[src/rtl/pls_pkg.sv]
package pls_pkg;

   // Widths that the cells share. A slot index covers the largest allowed list.
   localparam int SLOT_W = 8;
   localparam int LENF_W = SLOT_W + 1;
   localparam int DATA_W = 32;

   typedef enum logic [2:0] {
      KIND_ADD_LAST   = 3'd0,
      KIND_ADD_FIRST  = 3'd1,
      KIND_INSERT     = 3'd2,
      KIND_DROP_LAST  = 3'd3,
      KIND_DROP_FIRST = 3'd4,
      KIND_ERASE      = 3'd5,
      KIND_CLEAR      = 3'd6,
      KIND_COUNT      = 3'd7
   } kind_type;

   typedef enum logic [1:0] {
      STATUS_OK     = 2'd0,
      STATUS_EMPTY  = 2'd1,
      STATUS_FULL   = 2'd2,
      STATUS_BADPOS = 2'd3
   } status_type;

   typedef enum logic [1:0] {
      CELL_HOLD,
      CELL_OPEN,
      CELL_CLOSE,
      CELL_MATCH
   } cell_op_type;

   typedef enum logic {
      PLS_IDLE,
      PLS_COUNT
   } pls_state_type;

   typedef struct packed {
      cell_op_type         op;
      logic [SLOT_W-1:0]   slot;
      logic [LENF_W-1:0]   length;
      logic [DATA_W-1:0]   value;
   } cell_ctrl_type;

endpackage

[src/rtl/pls_if.sv]
interface pls_req_if;
   logic               valid;
   logic               ready;
   logic [2:0]         kind;
   logic [4:0]         position;
   logic signed [31:0] item_value;

   modport source (output valid, output kind, output position, output item_value,
                   input ready);
   modport sink   (input valid, input kind, input position, input item_value,
                   output ready);
endinterface

interface pls_rsp_if;
   logic       valid;
   logic       ready;
   logic [1:0] status;
   logic [4:0] length;
   logic [4:0] match_count;

   modport source (output valid, output status, output length, output match_count,
                   input ready);
   modport sink   (input valid, input status, input length, input match_count,
                   output ready);
endinterface

[src/rtl/pls_cell.sv]
module pls_cell
   import pls_pkg::*;
#(
   parameter int INDEX = 0,
   parameter int SUM_W = 5
) (
   input  logic                clock,
   input  cell_ctrl_type       ctrl,
   input  logic [DATA_W-1:0]   left_data,
   input  logic [DATA_W-1:0]   right_data,
   output logic [DATA_W-1:0]   entry,
   input  logic [SUM_W-1:0]    sum_in,
   output logic [SUM_W-1:0]    sum_out
);

   localparam logic [SLOT_W-1:0] MY_SLOT = SLOT_W'(INDEX);
   localparam logic [LENF_W-1:0] MY_POS  = LENF_W'(INDEX);

   logic [DATA_W-1:0] entry_ff, entry_in;
   logic              match_ff, match_in;
   logic [SUM_W-1:0]  sum_ff, sum_in_w;

   always_comb begin
      entry_in = entry_ff;
      match_in = match_ff;
      unique case (ctrl.op)
         CELL_OPEN: begin
            if (MY_SLOT > ctrl.slot) begin
               entry_in = left_data;
            end else if (MY_SLOT == ctrl.slot) begin
               entry_in = ctrl.value;
            end
         end
         CELL_CLOSE: begin
            if (MY_SLOT >= ctrl.slot) begin
               entry_in = right_data;
            end
         end
         CELL_MATCH: begin
            match_in = (MY_POS < ctrl.length) && (entry_ff == ctrl.value);
         end
         default: begin
         end
      endcase
   end

   // Running match total ripples one cell further down the row every cycle.
   assign sum_in_w = sum_in + SUM_W'(match_ff);

   always_ff @(posedge clock) begin
      entry_ff <= entry_in;
      match_ff <= match_in;
      sum_ff   <= sum_in_w;
   end

   assign entry   = entry_ff;
   assign sum_out = sum_ff;

endmodule

[src/rtl/positional_list_store.sv]
// Channel   Dir  Fields                              Handshake
// req       in   kind, position, item_value          req.valid / req.ready
// rsp       out  status, length, match_count         rsp.valid / rsp.ready
//
// Every operation except count updates the row of cells in the cycle of the request
// and its response is registered at that edge, so it appears in the next cycle.
// A count latches one compare per cell, then the partial sums ripple through the row,
// one cell per cycle; the response then waits for a free output register.
// Reset (synchronous) empties the list; stored entries are not cleared.
// A new request is taken while a response waits, as long as no count is running and
// the output register is free or being emptied in the same cycle.
module positional_list_store
   import pls_pkg::*;
#(
   parameter int CAPACITY = 16
) (
   input  logic       clock,
   input  logic       reset,
   pls_req_if.sink    req,
   pls_rsp_if.source  rsp
);

   localparam int LEN_W = $clog2(CAPACITY + 1);
   localparam int CMP_W = ((LEN_W > 5) ? LEN_W : 5) + 1;
   localparam logic [LEN_W-1:0] CAP_LEN = LEN_W'(CAPACITY);

   pls_state_type     state_ff, state_in;
   logic [LEN_W-1:0]  len_ff, len_in;
   logic [LEN_W-1:0]  cnt_ff, cnt_in;
   logic              rsp_valid_ff, rsp_valid_in;
   status_type        rsp_status_ff, rsp_status_in;
   logic [4:0]        rsp_length_ff, rsp_length_in;
   logic [4:0]        rsp_match_ff, rsp_match_in;

   cell_ctrl_type     ctrl;
   logic              accept;
   logic              out_free;
   logic              load;
   logic [CMP_W-1:0]  pos_ext;
   logic [CMP_W-1:0]  len_ext;
   logic [31:0]       len_wide;
   logic [31:0]       sum_wide;
   logic [LEN_W-1:0]  len_after;

   logic [DATA_W-1:0] entry_w [CAPACITY];
   logic [LEN_W-1:0]  sum_w   [CAPACITY+1];

   assign sum_w[0] = '0;

   genvar gi;
   generate
      for (gi = 0; gi < CAPACITY; gi++) begin : g_row
         logic [DATA_W-1:0] left_d;
         logic [DATA_W-1:0] right_d;
         if (gi == 0) begin : g_first
            assign left_d = ctrl.value;
         end else begin : g_left
            assign left_d = entry_w[gi-1];
         end
         if (gi == CAPACITY - 1) begin : g_last
            assign right_d = entry_w[gi];
         end else begin : g_right
            assign right_d = entry_w[gi+1];
         end
         pls_cell #(
            .INDEX (gi),
            .SUM_W (LEN_W)
         ) u_slot (
            .clock      (clock),
            .ctrl       (ctrl),
            .left_data  (left_d),
            .right_data (right_d),
            .entry      (entry_w[gi]),
            .sum_in     (sum_w[gi]),
            .sum_out    (sum_w[gi+1])
         );
      end
   endgenerate

   assign out_free  = !rsp_valid_ff || rsp.ready;
   assign req.ready = (state_ff == PLS_IDLE) && out_free;
   assign accept    = req.valid && req.ready;
   assign pos_ext   = CMP_W'(req.position);
   assign len_ext   = CMP_W'(len_ff);
   assign sum_wide  = 32'(sum_w[CAPACITY]);

   always_comb begin
      state_in      = state_ff;
      len_in        = len_ff;
      cnt_in        = cnt_ff;
      load          = 1'b0;
      rsp_status_in = rsp_status_ff;
      rsp_match_in  = rsp_match_ff;
      len_after     = len_ff;
      ctrl.op       = CELL_HOLD;
      ctrl.slot     = '0;
      ctrl.length   = LENF_W'(len_ff);
      ctrl.value    = req.item_value;

      unique case (state_ff)
         PLS_IDLE: begin
            if (accept) begin
               load          = 1'b1;
               rsp_status_in = STATUS_OK;
               rsp_match_in  = '0;
               unique case (kind_type'(req.kind))
                  KIND_ADD_LAST, KIND_ADD_FIRST: begin
                     if (len_ff == CAP_LEN) begin
                        rsp_status_in = STATUS_FULL;
                     end else begin
                        ctrl.op   = CELL_OPEN;
                        ctrl.slot = (kind_type'(req.kind) == KIND_ADD_LAST) ?
                                    SLOT_W'(len_ff) : '0;
                        len_after = len_ff + 1'b1;
                     end
                  end
                  KIND_INSERT: begin
                     if (len_ff == CAP_LEN) begin
                        rsp_status_in = STATUS_FULL;
                     end else if (pos_ext == '0 || pos_ext > len_ext + 1'b1) begin
                        rsp_status_in = STATUS_BADPOS;
                     end else begin
                        ctrl.op   = CELL_OPEN;
                        ctrl.slot = SLOT_W'(pos_ext - 1'b1);
                        len_after = len_ff + 1'b1;
                     end
                  end
                  KIND_DROP_LAST, KIND_DROP_FIRST: begin
                     if (len_ff == '0) begin
                        rsp_status_in = STATUS_EMPTY;
                     end else begin
                        ctrl.op   = CELL_CLOSE;
                        ctrl.slot = (kind_type'(req.kind) == KIND_DROP_LAST) ?
                                    SLOT_W'(len_ff - 1'b1) : '0;
                        len_after = len_ff - 1'b1;
                     end
                  end
                  KIND_ERASE: begin
                     if (len_ff == '0) begin
                        rsp_status_in = STATUS_EMPTY;
                     end else if (pos_ext == '0 || pos_ext > len_ext) begin
                        rsp_status_in = STATUS_BADPOS;
                     end else begin
                        ctrl.op   = CELL_CLOSE;
                        ctrl.slot = SLOT_W'(pos_ext - 1'b1);
                        len_after = len_ff - 1'b1;
                     end
                  end
                  KIND_CLEAR: begin
                     len_after = '0;
                  end
                  KIND_COUNT: begin
                     // The result waits until the sums have rippled to the last cell.
                     load     = 1'b0;
                     ctrl.op  = CELL_MATCH;
                     cnt_in   = CAP_LEN;
                     state_in = PLS_COUNT;
                  end
                  default: begin
                  end
               endcase
               len_in = len_after;
            end
         end
         PLS_COUNT: begin
            if (cnt_ff != '0) begin
               cnt_in = cnt_ff - 1'b1;
            end else if (out_free) begin
               load          = 1'b1;
               rsp_status_in = STATUS_OK;
               rsp_match_in  = sum_wide[4:0];
               state_in      = PLS_IDLE;
            end
         end
         default: begin
            state_in = PLS_IDLE;
         end
      endcase

      len_wide      = 32'(len_after);
      rsp_length_in = load ? len_wide[4:0] : rsp_length_ff;
      if (load) begin
         rsp_valid_in = 1'b1;
      end else if (rsp.ready) begin
         rsp_valid_in = 1'b0;
      end else begin
         rsp_valid_in = rsp_valid_ff;
      end
   end

   always_ff @(posedge clock) begin
      if (reset) begin
         state_ff     <= PLS_IDLE;
         len_ff       <= '0;
         cnt_ff       <= '0;
         rsp_valid_ff <= 1'b0;
      end else begin
         state_ff     <= state_in;
         len_ff       <= len_in;
         cnt_ff       <= cnt_in;
         rsp_valid_ff <= rsp_valid_in;
      end
   end

   always_ff @(posedge clock) begin
      rsp_status_ff <= rsp_status_in;
      rsp_length_ff <= rsp_length_in;
      rsp_match_ff  <= rsp_match_in;
   end

   assign rsp.valid       = rsp_valid_ff;
   assign rsp.status      = rsp_status_ff;
   assign rsp.length      = rsp_length_ff;
   assign rsp.match_count = rsp_match_ff;

`ifndef SYNTHESIS
   a_len_bound: assert property (@(posedge clock) disable iff (reset)
      len_ff <= CAP_LEN)
      else $error("list length exceeds capacity");

   a_busy_count: assert property (@(posedge clock) disable iff (reset)
      state_ff == PLS_COUNT |-> !req.ready)
      else $error("request taken during a count");

   a_quick_rsp: assert property (@(posedge clock) disable iff (reset)
      accept && req.kind != KIND_COUNT |=> rsp.valid)
      else $error("missing response after a one-cycle request");

   a_count_start: assert property (@(posedge clock) disable iff (reset)
      accept && req.kind == KIND_COUNT |=> state_ff == PLS_COUNT && cnt_ff == CAP_LEN)
      else $error("count did not start its sweep");
`endif

endmodule

[src/flat_wrapper.sv]
// flat-port wrapper written by rule: the top's interface ports become plain ports
module positional_list_store_flat import pls_pkg::*;
#(
   parameter int CAPACITY = 16
)
  (clock, reset, req_valid, req_kind, req_position, req_item_value, req_ready, rsp_valid, rsp_status, rsp_length, rsp_match_count, rsp_ready);
  pls_req_if req_i ();
  pls_rsp_if rsp_i ();
  input  logic clock;
  input  logic reset;
  input wire logic [$bits(req_i.valid)-1:0] req_valid;
  input wire logic [$bits(req_i.kind)-1:0] req_kind;
  input wire logic [$bits(req_i.position)-1:0] req_position;
  input wire logic [$bits(req_i.item_value)-1:0] req_item_value;
  output wire logic [$bits(req_i.ready)-1:0] req_ready;
  output wire logic [$bits(rsp_i.valid)-1:0] rsp_valid;
  output wire logic [$bits(rsp_i.status)-1:0] rsp_status;
  output wire logic [$bits(rsp_i.length)-1:0] rsp_length;
  output wire logic [$bits(rsp_i.match_count)-1:0] rsp_match_count;
  input wire logic [$bits(rsp_i.ready)-1:0] rsp_ready;
  assign req_i.valid = req_valid;
  assign req_i.kind = req_kind;
  assign req_i.position = req_position;
  assign req_i.item_value = req_item_value;
  assign req_ready = req_i.ready;
  assign rsp_valid = rsp_i.valid;
  assign rsp_status = rsp_i.status;
  assign rsp_length = rsp_i.length;
  assign rsp_match_count = rsp_i.match_count;
  assign rsp_i.ready = rsp_ready;
  positional_list_store #(.CAPACITY(CAPACITY)) u_core (.clock(clock), .reset(reset), .req(req_i), .rsp(rsp_i));
endmodule
[config.mk]
export PLATFORM = sky130hd
export DESIGN_NAME = positional_list_store_flat
export DESIGN_NICKNAME = d
export VERILOG_FILES = /design/src/rtl/pls_pkg.sv /design/src/rtl/pls_if.sv /design/src/rtl/pls_cell.sv /design/src/rtl/positional_list_store.sv /design/src/flat_wrapper.sv
export SDC_FILE = /design/constraint.sdc
export NUM_CORES = 2
export LEC_CHECK = 0
export ABC_AREA = 0
export BUFFER_PORTS_ARGS = -buffer_cell sky130_fd_sc_hd__buf_2
export CAP_MARGIN = 20
export CORE_UTILIZATION = 40
export DETAILED_ROUTE_END_ITERATION = 7
export MAX_ROUTING_LAYER = met4
export PLACE_DENSITY = 0.67
export SLEW_MARGIN = 20
export SYNTH_ARGS = -nofsm -noshare
export SYNTH_HDL_FRONTEND = slang
export SYNTH_SLANG_ARGS = --single-unit
[constraint.sdc]
create_clock -name clock -period 15.4 [get_ports clock]
set_input_delay 1.54 -clock clock [delete_from_list [all_inputs] [get_ports clock]]
set_output_delay 1.54 -clock clock [all_outputs]
set_load 0.01 [all_outputs]
# Word level (Yosys, flattened, before mapping)
# Cells that the tools add are included.
totals:
  word_cells: 367
  output_inout_bits: 14
  mem_bits_ro: 0
  ff_bits: 625
  latchBits: 0
  ram_bits: 0
  n_memories: 0
  input_bits: 44
op_classes:
  mul: 0
  add_sub_neg: 21
  n_eq_ne: 77
  order_cmp: 49
  n_mux: 114
  div_mod_pow: 0
  shifts: 0
  bitwise_logic: 1
  n_reduce_logical: 50
op_table:
  columns: ["cell", "n"]
  rows:
  - ["two-way mux 32 bit", 47]
  - ["one-hot mux 32 bit (2 select lines)", 15]
  - ["== test 32 bit", 16]
  - ["two-way mux 5 bit", 15]
  - ["adder 5 x 1 -> 5 bit", 13]
  - ["== test 4 x 8 -> 1 bit, first input constant", 8]
  - ["> comparator 4 x 8 -> 1 bit, first input constant", 8]
  - ["two-way mux 10 bit", 6]
  - [">= comparator 4 x 8 -> 1 bit, first input constant", 7]
  - ["AND reduction 3 bit", 17]
  - ["!= test 3 bit, second input constant", 15]
  - ["less-than comparator 4 x 5 -> 1 bit, first input constant", 8]
  - ["!= test 2 bit, second input constant", 19]
  - ["== test 3 x 8 -> 1 bit, first input constant", 4]
  - [">= comparator 3 x 8 -> 1 bit, first input constant", 4]
  - ["> comparator 3 x 8 -> 1 bit, first input constant", 4]
  - ["one-hot mux 8 bit (4 select lines)", 1]
  - ["one-hot mux 5 bit (5 select lines)", 1]
  - ["less-than comparator 3 x 5 -> 1 bit, first input constant", 4]
  - ["one-hot mux 5 bit (2 select lines)", 2]
  - ["logical AND 1 bit", 18]
  - ["two-way mux 9 bit", 2]
  - ["== test 2 x 8 -> 1 bit, first input constant", 2]
  - [">= comparator 1 x 8 -> 1 bit, first input constant", 2]
  - ["other kinds (39)", 74]

# Longest topological paths before layout
logic_depth:
  word_depth: 12
  depth_mapped: 20
  depth_no_buf: 15

# Cells and area by module
# Synthesis repeated with hierarchy kept, for this count alone.
unflattened:
  hier_cells: 3744
  area_unflattened_um2: 37842.5
modules_own_cells:
  columns: ["module", "cells_per_inst", "instances", "area_per_inst_um2", "seq_area_each_um2"]
  rows:
  - ["pls_cell (u_core.g_row[8].u_slot)", 203, 1, 2312.2, 1091.0]
  - ["pls_cell (u_core.g_row[3].u_slot)", 204, 1, 2257.2, 1091.0]
  - ["pls_cell (u_core.g_row[10].u_slot)", 206, 1, 2254.7, 1091.0]
  - ["pls_cell (u_core.g_row[12].u_slot)", 206, 1, 2253.4, 1091.0]
  - ["pls_cell (u_core.g_row[14].u_slot)", 206, 1, 2252.2, 1091.0]
  - ["pls_cell (u_core.g_row[5].u_slot)", 242, 1, 2247.2, 1091.0]
  - ["pls_cell (u_core.g_row[1].u_slot)", 205, 1, 2242.2, 1091.0]
  - ["pls_cell (u_core.g_row[13].u_slot)", 204, 1, 2238.4, 1091.0]
  - ["pls_cell (u_core.g_row[15].u_slot)", 203, 1, 2235.9, 1091.0]
  - ["pls_cell (u_core.g_row[6].u_slot)", 244, 1, 2233.4, 1091.0]
  - ["pls_cell (u_core.g_row[9].u_slot)", 243, 1, 2228.4, 1091.0]
  - ["pls_cell (u_core.g_row[11].u_slot)", 242, 1, 2227.1, 1091.0]
  - ["pls_cell (u_core.g_row[2].u_slot)", 243, 1, 2223.4, 1091.0]
  - ["pls_cell (u_core.g_row[4].u_slot)", 242, 1, 2222.1, 1091.0]
  - ["+3 rows", null, null, null, null]

# Worst setup path after synthesis
# OpenSTA, ideal clock, no wires.
synth_path:
  path_kind: "input to register"
  start: "input req_position[0]"
  end: "register u_core.g_row[4].u_slot.entry_ff[0], enable pin"
  arrival_time_ns: 8.214
  required_time_ns: 14.930
  stages: 15
  setup_ns: 0.470
  path_buffers: 3
  slack_ns: 6.716
  path_cell_list: "inv_1 ha_1 or4b_1 buf_2 nand2_1 a21oi_1 o21a_1 o21ai_0 inv_1 ha_1 clkbuf_1 clkbuf_1 or2_2 a21oi_1 a21boi_0"
synth_via:
  elab_chain_cells: 10
  elab_cells_between_ends: 23
  classes_between: "add/sub: 1; order compare: 4; eq/ne: 5; mux: 8; reduce/logical: 5"
synth_lines:
  columns: ["element", "line_no", "text"]
  rows:
  - ["from (decl)", "flat_wrapper.sv:13", "input wire logic [$bits(req_i.position)-1:0] req_position;"]
  - ["> comparator 5 x 6 -> 1 bit (tied with other cells)", "positional_list_store.sv:120", "end else if (pos_ext == '0 || pos_ext > len_ext + 1'b1) begin"]
  - ["logical OR 1 bit (on tied branches)", "positional_list_store.sv:120, positional_list_store.sv:141", null]
  - ["two-way mux 9 bit or two-way mux 10 bit (tied branches)", "positional_list_store.sv:120, positional_list_store.sv:141", null]
  - ["two-way mux 10 bit (on tied branches)", "positional_list_store.sv:118, positional_list_store.sv:139", null]
  - ["one-hot mux 8 bit (4 select lines) or one-hot mux 2 bit (5 select lines) (tied branches)", "positional_list_store.sv:106", "unique case (kind_type'(req.kind))"]
  - ["two-way mux 10 bit *", "positional_list_store.sv:102", "if (accept) begin"]
  - ["two-way mux 10 bit *", "positional_list_store.sv:100", "unique case (state_ff)"]
  - ["> comparator 3 x 8 -> 1 bit (tied with other cells)", "pls_cell.sv:28", "if (MY_SLOT > ctrl.slot) begin"]
  - ["!= test 3 bit (no source line) (tied with other cells)", null, null]
  - ["AND reduction 3 bit (no source line) *", null, null]
  - ["to (signal assigned)", "pls_cell.sv:51", "entry_ff <= entry_in;"]
  - ["to (decl)", "pls_cell.sv:19", "logic [DATA_W-1:0] entry_ff, entry_in;"]
# Every way passes the cells marked *; elsewhere a longest branch is shown, timed or not.
# A chain may end at the register's enable or synchronous reset.

# Worst setup path after layout
layout_path:
  start: "register u_core.len_ff[3]"
  end: "register u_core.g_row[5].u_slot.entry_ff[19] (data pin)"
layout_via:
  elab_chain_cells: 11
  elab_cells_between_ends: 25
  classes_between: "add/sub: 2; order compare: 3; eq/ne: 3; mux: 14; reduce/logical: 3"
layout_lines:
  columns: ["element", "line_no", "text"]
  rows:
  - ["from (decl)", "positional_list_store.sv:28", "logic [LEN_W-1:0] len_ff, len_in;"]
  - ["from (signal assigned)", "positional_list_store.sv:199", "len_ff <= len_in;"]
  - ["adder 5 x 1 -> 6 bit", "positional_list_store.sv:120", null]
  - ["> comparator 5 x 6 -> 1 bit", "positional_list_store.sv:120", null]
  - ["logical OR 1 bit", "positional_list_store.sv:120", null]
  - ["two-way mux 9 bit", "positional_list_store.sv:120", null]
  - ["two-way mux 10 bit", "positional_list_store.sv:118", "if (len_ff == CAP_LEN) begin"]
  - ["one-hot mux 8 bit (4 select lines)", "positional_list_store.sv:106", null]
  - ["two-way mux 10 bit *", "positional_list_store.sv:102", null]
  - ["two-way mux 10 bit *", "positional_list_store.sv:100", null]
  - ["> comparator 3 x 8 -> 1 bit", "pls_cell.sv:28", null]
  - ["two-way mux 32 bit", "pls_cell.sv:28", null]
  - ["one-hot mux 32 bit (2 select lines) *", "pls_cell.sv:26", "unique case (ctrl.op)"]
  - ["net u_core.g_row[5].u_slot.entry_in[19]", "pls_cell.sv:19", null]
  - ["to (signal assigned)", "pls_cell.sv:51", null]
  - ["to (decl)", "pls_cell.sv:19", null]
# Mark *: on every way through the listed nets, which the timed path passes. The rest lies on a longest branch.

==> flow_metrics.env <==
export IMPL_yosysWarnings=0
export IMPL_status="complete, no violations"
export IMPL_synth_area_leaders="edfxtp_1 44%, xor2_1 7.4%, xnor2_1 5.8%"
export IMPL_min_to="u_core.g_row[0].u_slot.sum_out[0]"
export IMPL_start_util_pct=40.64
export IMPL_cap_violations=0
export IMPL_yosys_area_top_type="edfxtp_1"
export IMPL_pwr_density_cell_nw_per_um2=113.5
export IMPL_synth_top_cell_area_share_pct=44.05
export IMPL_core_region_area_um2=90560
export IMPL_clkTransAtPathRegs_ns=0.06
export IMPL_use_met3_pct=8.923
export IMPL_rr_startpoint="u_core.len_ff[3]"
export IMPL_synthArstFlopShare_pct=0
export IMPL_instances_no_fill=4397
export IMPL_first_iter_violations=4198
export IMPL_synthCells=3297
export IMPL_grt_pass1_wl_mm=180.6
export IMPL_ant_nets=0
export IMPL_tns_ns=0
export IMPL_r2r_end="u_core.g_row[5].u_slot.entry[19]"
export IMPL_ys_types=87
export IMPL_clock_sinks=622
export IMPL_fmax_mhz=138.1
export IMPL_cp_end_kind="flop"
export IMPL_dp_slack_ns=7.946
export IMPL_ir_worst_vdd_mv=0.05972
export IMPL_drive_gt1_share_pct=9.524
export IMPL_area_growth_pct=8.811
export IMPL_seq_area_frac_synth_pct=48.51
export IMPL_gp_congestion=0.9733
export IMPL_grtUsageTotal_pct=26.71
export IMPL_hold_class="flop to flop"
export IMPL_wl_mm=125.0
export IMPL_ys_seq_elements=622
export IMPL_leakage_nw=13.44
export IMPL_post_route_period_util_pct=47.03
export IMPL_rows=110
export IMPL_synth_nets=3388
export IMPL_avgSynthCellArea_um2=11.16
export IMPL_critPathArrivalTime_ns=7.60
export IMPL_cts_setup_buffers=0
export IMPL_r2r_slack_ns=8.16
export IMPL_first_global_vias=26310
export IMPL_synth_edf_count=540
export IMPL_whs_path_depth=0
export IMPL_synth_flop_cell="edfxtp_1"
export IMPL_period_minus_slack_ns=7.242
export IMPL_vias=28060
export IMPL_clk_latency_ns=0.62
export IMPL_worst_pin_slew_ns=1.163
export IMPL_setup_slack_ns=8.158
export IMPL_hold_path_startpoint="u_core.g_row[0].u_slot.match_ff"
export IMPL_maxSlewViolCount=0
export IMPL_first_pass_iters=6
export IMPL_tritoncts="built"
export IMPL_finalSetupViolCount=0
export IMPL_place_hpwl_mm=86.65
export IMPL_grt_ovfl_total=0
export IMPL_htreeDepth=3
export IMPL_met2_usage_pct=38.77
export IMPL_drc_errors=0
export IMPL_place_inst=4265
export IMPL_rsz0062_at_grt="no"
export IMPL_gr_usage_met1_pct=36.09
export IMPL_post_cts_resized=0
export IMPL_cp_start_kind="flop"
export IMPL_die_w_um=305.3
export IMPL_r2r_cells=15
export IMPL_io_buffers=57
export IMPL_syn_area_um2=36810
export IMPL_clock_skew_ns=0.03108
export IMPL_grt_max_degree=198
export IMPL_cts_buffers_inserted=69
export IMPL_pin_count=58
export IMPL_die_y_um=305.3
export IMPL_cts_root_buf="clkbuf_16"
export IMPL_relSlewSlack_pct=22.29
export IMPL_fin_nets=3254
export IMPL_finalHoldViolations=0
export IMPL_antenna_found_initial=11
export IMPL_drt_wirelength_per_cell_um=28.42
export IMPL_clock_path_buffers=3
export IMPL_grt_busiest_layer="met2"
export IMPL_routed_via_density=6.382
export IMPL_die_area_um2=93240
export IMPL_critical_path_class="flop to flop"
export IMPL_required_ns=15.76
export IMPL_crit_path_max_fanout=197
export IMPL_cts_hold_buf=0
## cell families (layout without fill, tap and decap cells)
logic type | Yosys count | in the layout | share of synthesized area [%]
AOI/OAI and AO/OA | 675 | 675 | 13.86
xor gates and xnor gates | 553 | 553 | 13.16
adders and majority gates | 47 | 47 | 1.598
buffers and inverters | 346 | 262 | 4.100
DFF | 622 | 622 | 48.51
muxes | 193 | 193 | 5.357
other | 0 | 8 | 0
and+or+nand+nor | 861 | 861 | 13.42
## routing by layer
layer,share of wire [%],wire length (um)
met1,41,51150
met4,2.2,2753
met3,13,16390
met5,0,0
met2,44,54690
## sequential cells by signal, summed over array words and instances (netlist names)
signal	flops
u_core.g_row.u_slot.match_ff	16
u_core.g_row.u_slot.entry	512
u_core.len_ff	5
u_core.g_row.u_slot.sum_out	70
u_core.cnt_ff	5
u_core.rsp.valid	1
u_core.rsp.match_count	5
u_core.state_ff	1
u_core.rsp.length	5
u_core.rsp.status	2
## where the power goes
group          internal (W)  leakage (nW)  total [W]  switching, W
combinational      0.000277          6.67   0.000762      0.000486
sequential          0.00203          5.73    0.00217      0.000144
clock              0.000909          1.05    0.00161      0.000700
## cells in the mapped netlist (3+ instances only)
library cell / n
buf_6: 14
o22ai_1: 5
a211oi_1: 3
clkbuf_1: 217
dfxtp_1: 82
and2_1: 9
o21ai_1: 9
or3_1: 3
a22oi_1: 33
nand4_1: 66
nor2_1: 39
o21ai_0: 167
o32ai_1: 3
a2bb2oi_1: 65
or4_1: 6
or2_2: 3
xor2_1: 311
a21o_1: 37
nor4_1: 89
o211ai_1: 10
o2111ai_1: 3
inv_1: 16
nand2b_1: 39
and3_1: 38
mux2_2: 3
edfxtp_1: 540
mux2_1: 29
nor3b_1: 133
ha_1: 47
o21a_1: 4
nand2_1: 283
nor3b_2: 29
nand3_1: 49
a2111oi_0: 3
a31oi_1: 7
buf_4: 14
a221o_1: 193
nor2b_1: 41
buf_1: 43
nor3_1: 16
buf_2: 42
xnor2_1: 242
a21oi_1: 96
mux2i_1: 161
## cell type report
class / instances / area [um^2]
multi-input cells: 2329 / 17670
flip-flops and latches: 622 / 17860
diodes: 8 / 20.02
inverters: 16 / 60.06
repair buffers: 125 / 858.3
clock inverters: 29 / 190.2
fillers: 8412 / 50510
well taps: 1176 / 1471
clock buffers: 92 / 1921
## metrics by stage
step / hold slack [ns] / area (um^2) / total power, W / util (%)
2_1_floorplan: 0.3233 / 36810 / 0.002645 / -
3_3_place_gp: 0.3234 / 37850 / 0.002919 / 41.80
3_5_place_dp: 0.3335 / 37850 / 0.002932 / 41.80
4_1_cts: 0.3470 / 39960 / 0.004523 / 44.13
5_1_grt: 0.3646 / 40050 / 0.004665 / 44.22
6_report: 0.3436 / 40050 / 0.004545 / 44.22
## worst max-delay path: stages, from the launching register on
cell and delay, ns:
dfxtp_1 0.72, inv_1 0.38, xnor2_1 0.24, ha_1 0.31, and3_1 0.17, o21ai_0 0.18, a221o_1 0.46, a31oi_1 0.45
nor2_1 0.13, o21ai_0 0.40, ha_4 0.49, buf_4 0.67, buf_12 0.60, buf_4 0.79, nor2b_1 0.36, a221o_1 0.38
## layout by cell type, fill, tap and decap left out, types with 10 or more instances in the layout
master	n
edfxtp_1	540
xor2_1	311
nand2_1	282
xnor2_1	242
a221o_1	193
o21ai_0	167
mux2i_1	161
nor3b_1	133
nor4_1	88
a21oi_1	85
dfxtp_1	82
clkbuf_16	72
nand4_1	66
a2bb2oi_1	65
buf_4	63
buf_2	58
nand3_1	49
ha_1	46
nor2b_1	40
nand2b_1	39
and3_1	38
nor2_1	37
a21o_1	37
a22oi_1	33
nor3b_2	29
mux2_1	29
nor3_1	16
inv_1	15
clkbuf_1	15
clkinv_2	13
clkinv_1	11
o211ai_1	10
a21oi_4	10
## how the worst max path moves through the flow
stage | startpoint | end | depth (start not counted)
2_1_floorplan | req_position[0] | u_core.g_row[4].u_slot.entry[0] | 15
3_3_place_gp | req_position[3] | u_core.g_row[14].u_slot.entry[19] | 16
3_5_place_dp | req_position[3] | u_core.g_row[7].u_slot.entry[25] | 16
4_1_cts | u_core.len_ff[3] | u_core.g_row[14].u_slot.entry[19] | 15
5_1_grt | u_core.len_ff[3] | u_core.g_row[7].u_slot.entry[25] | 16
6_report | u_core.len_ff[3] | u_core.g_row[5].u_slot.entry[19] | 15
No activity file was read; power rests on OpenSTA's default activity.
